### src/pee_pkg.sv
// Package for the postfix expression evaluator: symbol codes, status codes,
// controller command/status structs. No dependencies.
package pee_pkg;
	localparam int STACK_DEPTH_DEF = 16;
	localparam logic [7:0] SYM_ADD = 8'h2B;
	localparam logic [7:0] SYM_SUB = 8'h2D;
	localparam logic [7:0] SYM_MUL = 8'h2A;
	localparam logic [7:0] SYM_DIV = 8'h2F;
	localparam logic [7:0] SYM_SQRT = 8'h73;
	localparam logic [7:0] SYM_CUBE = 8'h63;
	localparam logic [7:0] SYM_ZERO = 8'h30;
	localparam logic [7:0] SYM_NINE = 8'h39;
	localparam logic [2:0] ST_OK = 3'd0;
	localparam logic [2:0] ST_UNKNOWN = 3'd1;
	localparam logic [2:0] ST_UNDERFLOW = 3'd2;
	localparam logic [2:0] ST_OVERFLOW = 3'd3;
	localparam logic [2:0] ST_DIVZERO = 3'd4;
	localparam logic [2:0] ST_NEGROOT = 3'd5;

	localparam logic [2:0] OP_ADD = 3'd0;
	localparam logic [2:0] OP_SUB = 3'd1;
	localparam logic [2:0] OP_MUL = 3'd2;
	localparam logic [2:0] OP_DIV = 3'd3;
	localparam logic [2:0] OP_SQRT = 3'd4;
	localparam logic [2:0] OP_CUBE = 3'd5;

	typedef struct packed {
		logic       load;     // capture symbol, last
		logic       rd_top;   // read top entry
		logic       rd_second;
		logic       lat_b;    // latch read data as b
		logic       lat_a;
		logic       start;    // start iterative unit
		logic       mul_step; // result step (every op; two passes for c)
		logic       push;     // write digit
		logic       wr_res;   // write result
		logic       out_load;
	} cmd_t;

	typedef struct packed {
		logic       busy;
		logic       done;
	} sts_t;
endpackage

### src/pee_ram.sv
// Generic single-port-write, one-read RAM with registered read data.
// No dependencies.
module pee_ram #(
	parameter int WIDTH = 32,
	parameter int DEPTH = 16
) (
	input  logic                     clk,
	input  logic                     we,
	input  logic [$clog2(DEPTH)-1:0] waddr,
	input  logic [WIDTH-1:0]         wdata,
	input  logic [$clog2(DEPTH)-1:0] raddr,
	output logic [WIDTH-1:0]         rdata
);
	logic [WIDTH-1:0] mem [DEPTH];
	always_ff @(posedge clk) begin
		if (we) mem[waddr] <= wdata;
		rdata <= mem[raddr];
	end
endmodule

### src/pee_iter.sv
// Shared iterative unit: 32-bit unsigned restoring divide and integer square
// root, one bit or one bit pair per cycle. Depends on pee_pkg.
module pee_iter import pee_pkg::*; (
	input  logic        clk,
	input  logic        arst_n,
	input  logic        start,
	input  logic        is_sqrt,
	input  logic [31:0] a,
	input  logic [31:0] b,
	output logic        busy,
	output logic [31:0] result
);
	logic [5:0]  cnt_q;
	logic        sq_q;
	logic [31:0] x_q, rem_q, quo_q, d_q;
	logic [32:0] trial;
	logic [33:0] strial;
	logic [33:0] srem;

	always_comb begin
		trial = {rem_q, x_q[31]} - {1'b0, d_q};
		srem = {rem_q, x_q[31:30]};
		strial = srem - {quo_q, 2'b01};
	end

	always_ff @(posedge clk or negedge arst_n) begin
		if (!arst_n) begin
			cnt_q <= '0;
		end else if (start) begin
			cnt_q <= is_sqrt ? 6'd16 : 6'd32;
		end else if (cnt_q != 0) begin
			cnt_q <= cnt_q - 6'd1;
		end
	end

	always_ff @(posedge clk) begin
		if (start) begin
			sq_q <= is_sqrt;
			x_q <= a;
			d_q <= b;
			rem_q <= '0;
			quo_q <= '0;
		end else if (cnt_q != 0) begin
			if (sq_q) begin
				x_q <= {x_q[29:0], 2'b00};
				if (!strial[33]) begin
					rem_q <= strial[31:0];
					quo_q <= {quo_q[30:0], 1'b1};
				end else begin
					rem_q <= srem[31:0];
					quo_q <= {quo_q[30:0], 1'b0};
				end
			end else begin
				x_q <= {x_q[30:0], 1'b0};
				if (!trial[32]) begin
					rem_q <= trial[31:0];
					quo_q <= {quo_q[30:0], 1'b1};
				end else begin
					rem_q <= {rem_q[30:0], x_q[31]};
					quo_q <= {quo_q[30:0], 1'b0};
				end
			end
		end
	end

	assign busy = (cnt_q != 0);
	assign result = quo_q;
endmodule

### src/pee_datapath.sv
// Datapath: value stack RAM, operand registers, ALU, iterative unit, output.
// Depends on pee_pkg, pee_ram, pee_iter.
module pee_datapath import pee_pkg::*; #(
	parameter int STACK_DEPTH = STACK_DEPTH_DEF
) (
	input  logic                           clk,
	input  logic                           arst_n,
	input  cmd_t                           cmd,
	input  logic [2:0]                     op,
	input  logic [$clog2(STACK_DEPTH)-1:0] top_idx,
	input  logic [$clog2(STACK_DEPTH)-1:0] wr_idx,
	input  logic [7:0]                     sym,
	input  logic                           out_ok,
	input  logic [2:0]                     out_status,
	output logic                           b_zero,
	output logic                           b_neg,
	output logic                           iter_busy,
	output logic signed [31:0]             value,
	output logic [2:0]                     status
);
	localparam int AW = $clog2(STACK_DEPTH);
	logic [31:0] rdata, a_q, b_q, r_q, wdata, ma, mb, res;
	logic [AW-1:0] raddr;
	logic        neg_q, iq;

	assign raddr = cmd.rd_second ? top_idx - AW'(1) : top_idx;
	assign wdata = cmd.push ? {28'd0, sym[3:0] - SYM_ZERO[3:0]} : r_q;

	pee_ram #(.WIDTH(32), .DEPTH(STACK_DEPTH)) u_ram (
		.clk(clk), .we(cmd.push | cmd.wr_res), .waddr(wr_idx), .wdata(wdata),
		.raddr(raddr), .rdata(rdata)
	);

	assign ma = a_q[31] ? 32'd0 - a_q : a_q;
	assign mb = b_q[31] ? 32'd0 - b_q : b_q;
	assign iq = (op == OP_SQRT);

	pee_iter u_iter (
		.clk(clk), .arst_n(arst_n), .start(cmd.start), .is_sqrt(iq),
		.a(iq ? b_q : ma), .b(mb), .busy(iter_busy), .result(res)
	);

	assign b_zero = (b_q == 32'd0);
	assign b_neg = b_q[31];

	always_ff @(posedge clk) begin
		if (cmd.lat_b) b_q <= rdata;
		if (cmd.lat_a) a_q <= rdata;
		if (cmd.start) neg_q <= a_q[31] ^ b_q[31];
		if (cmd.mul_step) begin
			case (op)
				OP_ADD: r_q <= a_q + b_q;
				OP_SUB: r_q <= a_q - b_q;
				OP_MUL: r_q <= a_q * b_q;
				OP_CUBE: begin
					// second pass: a = x, b = x*x
					r_q <= a_q * b_q;
					a_q <= b_q;
					b_q <= b_q * b_q;
				end
				OP_DIV: r_q <= neg_q ? 32'd0 - res : res;
				OP_SQRT: r_q <= res;
				default: r_q <= r_q;
			endcase
		end
		if (cmd.out_load) begin
			value <= out_ok ? rdata : 32'd0;
			status <= out_status;
		end
	end
endmodule

### src/pee_ctrl.sv
// Controller state machine: decode, stack count, error latch, output valid.
// Depends on pee_pkg.
module pee_ctrl import pee_pkg::*; #(
	parameter int STACK_DEPTH = STACK_DEPTH_DEF
) (
	input  logic                           clk,
	input  logic                           arst_n,
	input  logic                           in_valid,
	output logic                           in_ready,
	input  logic [7:0]                     symbol,
	input  logic                           last,
	output logic                           out_valid,
	input  logic                           out_ready,
	input  logic                           b_zero,
	input  logic                           b_neg,
	input  logic                           iter_busy,
	output cmd_t                           cmd,
	output logic [2:0]                     op,
	output logic [$clog2(STACK_DEPTH)-1:0] top_idx,
	output logic [$clog2(STACK_DEPTH)-1:0] wr_idx,
	output logic [7:0]                     sym,
	output logic                           out_ok,
	output logic [2:0]                     out_status
);
	localparam int AW = $clog2(STACK_DEPTH);
	localparam int CW = $clog2(STACK_DEPTH + 1);
	localparam logic [3:0] S_IDLE = 4'd0, S_DEC = 4'd1, S_RDB = 4'd2, S_RDA = 4'd3,
		S_CHK = 4'd4, S_WAIT = 4'd5, S_CUBE2 = 4'd6, S_FIN = 4'd7, S_WR = 4'd8,
		S_END = 4'd9, S_OUT = 4'd10, S_CUBE3 = 4'd11;

	logic [3:0]    state_q;
	logic [CW-1:0] cnt_q;
	logic [2:0]    err_q, op_q;
	logic [7:0]    sym_q;
	logic          last_q, ov_q, bin;

	assign sym = sym_q;
	assign op = op_q;
	assign top_idx = AW'(cnt_q - CW'(1));
	assign wr_idx = (state_q == S_DEC) ? AW'(cnt_q) :
		(bin ? AW'(cnt_q - CW'(2)) : AW'(cnt_q - CW'(1)));
	assign bin = (op_q == OP_ADD) || (op_q == OP_SUB) || (op_q == OP_MUL) || (op_q == OP_DIV);
	assign in_ready = (state_q == S_IDLE);
	assign out_valid = ov_q;
	assign out_ok = (err_q == ST_OK) && (cnt_q != 0);
	assign out_status = (err_q != ST_OK) ? err_q : ((cnt_q == 0) ? ST_UNDERFLOW : ST_OK);

	always_comb begin
		cmd = '0;
		case (state_q)
			S_IDLE: cmd.load = in_valid;
			S_RDB: begin cmd.lat_b = 1'b1; cmd.rd_second = 1'b1; end
			S_RDA: begin
				cmd.lat_a = bin;
			end
			S_WAIT: cmd.mul_step = !iter_busy;
			S_CUBE2: cmd.mul_step = 1'b1;
			S_WR: cmd.wr_res = 1'b1;
			S_OUT: cmd.out_load = 1'b1;
			default: cmd = '0;
		endcase
		if (state_q == S_DEC && err_q == ST_OK && sym_q >= SYM_ZERO && sym_q <= SYM_NINE
			&& cnt_q < CW'(STACK_DEPTH))
			cmd.push = 1'b1;
		if (state_q == S_FIN && (op_q == OP_DIV || op_q == OP_SQRT)) cmd.start = 1'b1;
	end

	always_ff @(posedge clk or negedge arst_n) begin
		if (!arst_n) begin
			state_q <= S_IDLE;
			cnt_q <= '0;
			err_q <= ST_OK;
			ov_q <= 1'b0;
			op_q <= OP_ADD;
			sym_q <= '0;
			last_q <= 1'b0;
		end else begin
			if (ov_q && out_ready) ov_q <= 1'b0;
			case (state_q)
				S_IDLE: if (in_valid) begin
					sym_q <= symbol;
					last_q <= last;
					state_q <= S_DEC;
				end
				S_DEC: begin
					state_q <= last_q ? S_END : S_IDLE;
					if (err_q == ST_OK) begin
						if (sym_q >= SYM_ZERO && sym_q <= SYM_NINE) begin
							if (cnt_q < CW'(STACK_DEPTH)) cnt_q <= cnt_q + CW'(1);
							else err_q <= ST_OVERFLOW;
						end else begin
							case (sym_q)
								SYM_ADD: op_q <= OP_ADD;
								SYM_SUB: op_q <= OP_SUB;
								SYM_MUL: op_q <= OP_MUL;
								SYM_DIV: op_q <= OP_DIV;
								SYM_SQRT: op_q <= OP_SQRT;
								SYM_CUBE: op_q <= OP_CUBE;
								default: op_q <= op_q;
							endcase
							if (sym_q == SYM_SQRT || sym_q == SYM_CUBE) begin
								if (cnt_q == 0) err_q <= ST_UNDERFLOW;
								else state_q <= S_RDB;
							end else if (sym_q == SYM_ADD || sym_q == SYM_SUB ||
								sym_q == SYM_MUL || sym_q == SYM_DIV) begin
								if (cnt_q < CW'(2)) err_q <= ST_UNDERFLOW;
								else state_q <= S_RDB;
							end else begin
								err_q <= ST_UNKNOWN;
							end
						end
					end
				end
				S_RDB: state_q <= S_RDA;
				S_RDA: state_q <= S_CHK;
				S_CHK: begin
					if (op_q == OP_DIV && b_zero) begin
						err_q <= ST_DIVZERO;
						state_q <= last_q ? S_END : S_IDLE;
					end else if (op_q == OP_SQRT && b_neg) begin
						err_q <= ST_NEGROOT;
						state_q <= last_q ? S_END : S_IDLE;
					end else state_q <= S_FIN;
				end
				S_FIN: state_q <= S_WAIT;
				S_WAIT: if (!iter_busy) state_q <= (op_q == OP_CUBE) ? S_CUBE2 : S_WR;
				S_CUBE2: state_q <= S_WR;
				S_WR: begin
					if (bin) cnt_q <= cnt_q - CW'(1);
					state_q <= last_q ? S_CUBE3 : S_IDLE;
				end
				S_CUBE3: state_q <= S_END;
				S_END: begin
					// wait for the output register to drain
					if (!ov_q) state_q <= S_OUT;
				end
				S_OUT: begin
					ov_q <= 1'b1;
					cnt_q <= '0;
					err_q <= ST_OK;
					state_q <= S_IDLE;
				end
				default: state_q <= S_IDLE;
			endcase
		end
	end
endmodule

### src/postfix_expression_evaluator_top.sv
// Top level of the postfix expression evaluator.
// Depends on pee_pkg, pee_ctrl, pee_datapath.
//
// Input channel: symbol, last with in_valid/in_ready. One item per
// character; the item with last set produces one result on the output
// channel (value, status with out_valid/out_ready).
// The shift-subtract unit shared by s and / does one root bit (16 steps)
// or one quotient bit (32 steps) per cycle. A zero divisor or a negative
// root is caught in S_CHK, before that unit starts. out_valid rises after
// a final digit or ignored character passes S_DEC, S_END and S_OUT, and
// after a final operator passes S_WR, S_CUBE3, S_END and S_OUT.
// The result is held in an output register. While the receiver stalls,
// input keeps flowing; the next final item waits ahead of the output
// register until it is taken, and input stops meanwhile.
// Reset clears the stack count, the error latch and the output valid;
// stack contents are undefined and only ever read below the count.
// After each result the stack and error are cleared.
module postfix_expression_evaluator_top import pee_pkg::*; #(
	parameter int STACK_DEPTH = STACK_DEPTH_DEF
) (
	input  logic               clk,
	input  logic               arst_n,
	input  logic               in_valid,
	output logic               in_ready,
	input  logic [7:0]         symbol,
	input  logic               last,
	output logic               out_valid,
	input  logic               out_ready,
	output logic signed [31:0] value,
	output logic [2:0]         status
);
	localparam int AW = $clog2(STACK_DEPTH);
	cmd_t cmd;
	logic [2:0] op, out_status;
	logic [AW-1:0] top_idx, wr_idx;
	logic [7:0] sym;
	logic b_zero, b_neg, iter_busy, out_ok;

	pee_ctrl #(.STACK_DEPTH(STACK_DEPTH)) u_ctrl (
		.clk(clk), .arst_n(arst_n), .in_valid(in_valid), .in_ready(in_ready),
		.symbol(symbol), .last(last), .out_valid(out_valid), .out_ready(out_ready),
		.b_zero(b_zero), .b_neg(b_neg), .iter_busy(iter_busy), .cmd(cmd), .op(op),
		.top_idx(top_idx), .wr_idx(wr_idx), .sym(sym), .out_ok(out_ok),
		.out_status(out_status)
	);

	pee_datapath #(.STACK_DEPTH(STACK_DEPTH)) u_dp (
		.clk(clk), .arst_n(arst_n), .cmd(cmd), .op(op), .top_idx(top_idx),
		.wr_idx(wr_idx), .sym(sym), .out_ok(out_ok), .out_status(out_status),
		.b_zero(b_zero), .b_neg(b_neg), .iter_busy(iter_busy), .value(value),
		.status(status)
	);

	a_out_hold: assert property (@(posedge clk) disable iff (!arst_n)
		(out_valid && !out_ready) |=> (out_valid && $stable(value) && $stable(status)))
		else $error("result dropped or changed while stalled");
	a_err_value_zero: assert property (@(posedge clk) disable iff (!arst_n)
		(out_valid && status != ST_OK) |-> value == 32'sd0) else $error("error value");
	a_no_start_busy: assert property (@(posedge clk) disable iff (!arst_n)
		cmd.start |-> !iter_busy) else $error("iterative unit restarted");
endmodule
### config.mk
export PLATFORM = sky130hd
export DESIGN_NAME = postfix_expression_evaluator_top
export DESIGN_NICKNAME = d
export VERILOG_FILES = /design/src/pee_pkg.sv /design/src/pee_ram.sv /design/src/pee_iter.sv /design/src/pee_datapath.sv /design/src/pee_ctrl.sv /design/src/postfix_expression_evaluator_top.sv
export SDC_FILE = /design/constraint.sdc
export NUM_CORES = 2
export LEC_CHECK = 0
export ABC_AREA = 1
export BUFFER_PORTS_ARGS = -buffer_cell sky130_fd_sc_hd__clkbuf_2
export CAP_MARGIN = 0
export CORE_MARGIN = 2
export CORE_UTILIZATION = 40
export DETAILED_ROUTE_END_ITERATION = 10
export PLACE_DENSITY = 0.56
export RECOVER_POWER = 50
export SKIP_CTS_REPAIR_TIMING = 1
export SYNTH_ARGS = -nofsm -noshare
export SYNTH_HDL_FRONTEND = slang
export SYNTH_HIERARCHICAL = 1
export SYNTH_SLANG_ARGS = --single-unit
export TNS_END_PERCENT = 30
### constraint.sdc
create_clock -name clk -period 7 [get_ports clk]
set_clock_uncertainty 0.1 [all_clocks]
set_input_delay 1.4 -clock clk [delete_from_list [all_inputs] [get_ports clk]]
set_output_delay 1.4 -clock clk [all_outputs]
set_load 0.02 [all_outputs]
==> impl_metrics.yaml <==
timing:
  hold_viol_final: 0
  setup_tns_ps: 0
  setup_viol: 0
  fin_crit_sh_pct: 98.91
  worstMarginPinSlew_ps: 1878
  drv_slew: 17
  rsz0062_at_grt: "yes"
  finalCriticalPeriod_ps: 6924
  hold_slack_ps: 395.9
  fmax_mhz: 144.4
  relSlewSlack_pct: -25.21
floorplan:
  num_io_pins: 50
  rows: 161
  die_h_microns: 445.3
  die_area_sq_mm: 0.1983
  coreArea_sq_mm: 0.1930
  die_w_microns: 445.3
  start_util_pct: 40.36
route:
  num_vias: 64600
  viasPerCell: 5.076
  routed_wirelength_microns: 273900
  route.detailed.drc: 0
  dr.pass1.iters: 6
  drt.antenna.violating_nets: 0
  avgRoutedWirePerCell_microns: 21.52
  drt-initial-drc-count: 5934
min_path:
  min_path_type: "flop to flop"
clock_network:
  clock_path_buffers: 3
  root_buffer: "clkbuf_16"
  ctsHtreeMaxLevel: 3
  clk_pin_slew_ps: 60
  clk_latency_ps: 770
  numCtsBuffers: 94
  cts_tree: "yes"
  cts_sinks: 836
grt:
  overflow: 0
  antenna_found_initial: 12
  grt_usage_pct: 27.25
  grt_pass1_vias: 63440
  grt_pass1_wl_microns: 405500
  grt_max_degree: 164
setup_path:
  reg2reg_slack_ps: 80
  crit_arrival_ps: 7250
  critPathLaunchType: "flop"
  critical_path_class: "flop to flop"
  cp-end-kind: "flop"
  worstPathMaxFanout: 11
  critical_path_required_ps: 7330
synthesis:
  avgSynthCellArea_sq_um: 7.844
  ys_warn_count: 6
  syn-cell-area_sq_mm: 0.07790
  syn_inst: 9931
  synth_nets: 11080
finish:
  largest_reg_flops: 512
  finalNetCount: 11270
  final_common_cell: "nand2_1"
  regMostFlops: "u_dp/u_ram/mem"
  drive_gt1_share_pct: 9.806
  syn2layout_area_growth_pct: 12.98
  final_cell_mix: "nand2_1, inv_1, fa_1, nand3_1, edfxtp_1"
  nFillCells: 19220
run_status:
  violations: "max-capacitance violations, max-slew violations"
  status: "complete, but fails checks"
placed_design:
  globalplace.congestion: 0.9786
  dp_hpwl_microns: 207400
  port_buffers: 49
flow_run:
  cap_viol_max_count: 1
## cell type report
class                           count  area [sq um]  area share (%)
Antenna cell                        3         7.507        0.008530
Clock buffer                      123          2511           2.853
Tap cell                         2526          3161           3.591
Inverter                         2334          8781           9.977
Multi-Input combinational cell   6345         44710           50.81
Clock inverter                     53         912.1           1.036
Sequential cell                   836         23430           26.62
Timing Repair Buffer              507          4494           5.107
## routing by layer
layer	global-route usage (%)	part of all wire (%)
met5	0	0.025
met4	11.51	5.1
met3	3.237	6.0
met2	44.04	46
met1	37.02	43
## through the flow
stage	utilization, %	cells	instance area, sq um	worst slack (ps)
4_1_cts	44.85	12690	86560	-269.5
5_1_grt	45.60	12720	88000	-180.5
6_report	45.60	12730	88010	76.35
3_3_place_gp	43.08	12520	83130	-257.7
3_5_place_dp	43.08	12520	83130	-172.0
2_1_floorplan	-	9931	77930	7.581
## critical path: stages (launching register included)
cell and delay [ps]:
dfxtp_4 360, buf_12 150, buf_12 150, nand2_1 50, inv_1 50, fa_1 540, inv_1 50, fa_1 550
fa_2 490, fa_1 490, inv_1 60, fa_1 520, fa_2 610, fa_1 450, fa_1 620, ha_4 230
a21oi_1 160, o21ai_1 140, a21oi_1 190, nand3_2 130, or2_2 280, nand3_1 80, nand3_1 100
## worst paths after layout
| path | start | cells after the start | to |
|---|---|---|---|
| max | u_dp/b_q[2] | 22 | u_dp/r_q[27] |
| min reg2reg | u_ctrl/err_q[2] | 0 | u_dp/status[2] |
| min in group asynchronous | arst_n | 1 | u_ctrl/sym[4] |
| max reg2reg | u_dp/b_q[2] | 22 | u_dp/r_q[27] |
| max in group asynchronous | arst_n | 1 | u_dp/u_iter/cnt_q[1] |
| min | u_ctrl/err_q[2] | 0 | u_dp/status[2] |
Power is not shown: default switching activity piles up to over one toggle a cycle in this logic, so the estimate is an artifact.
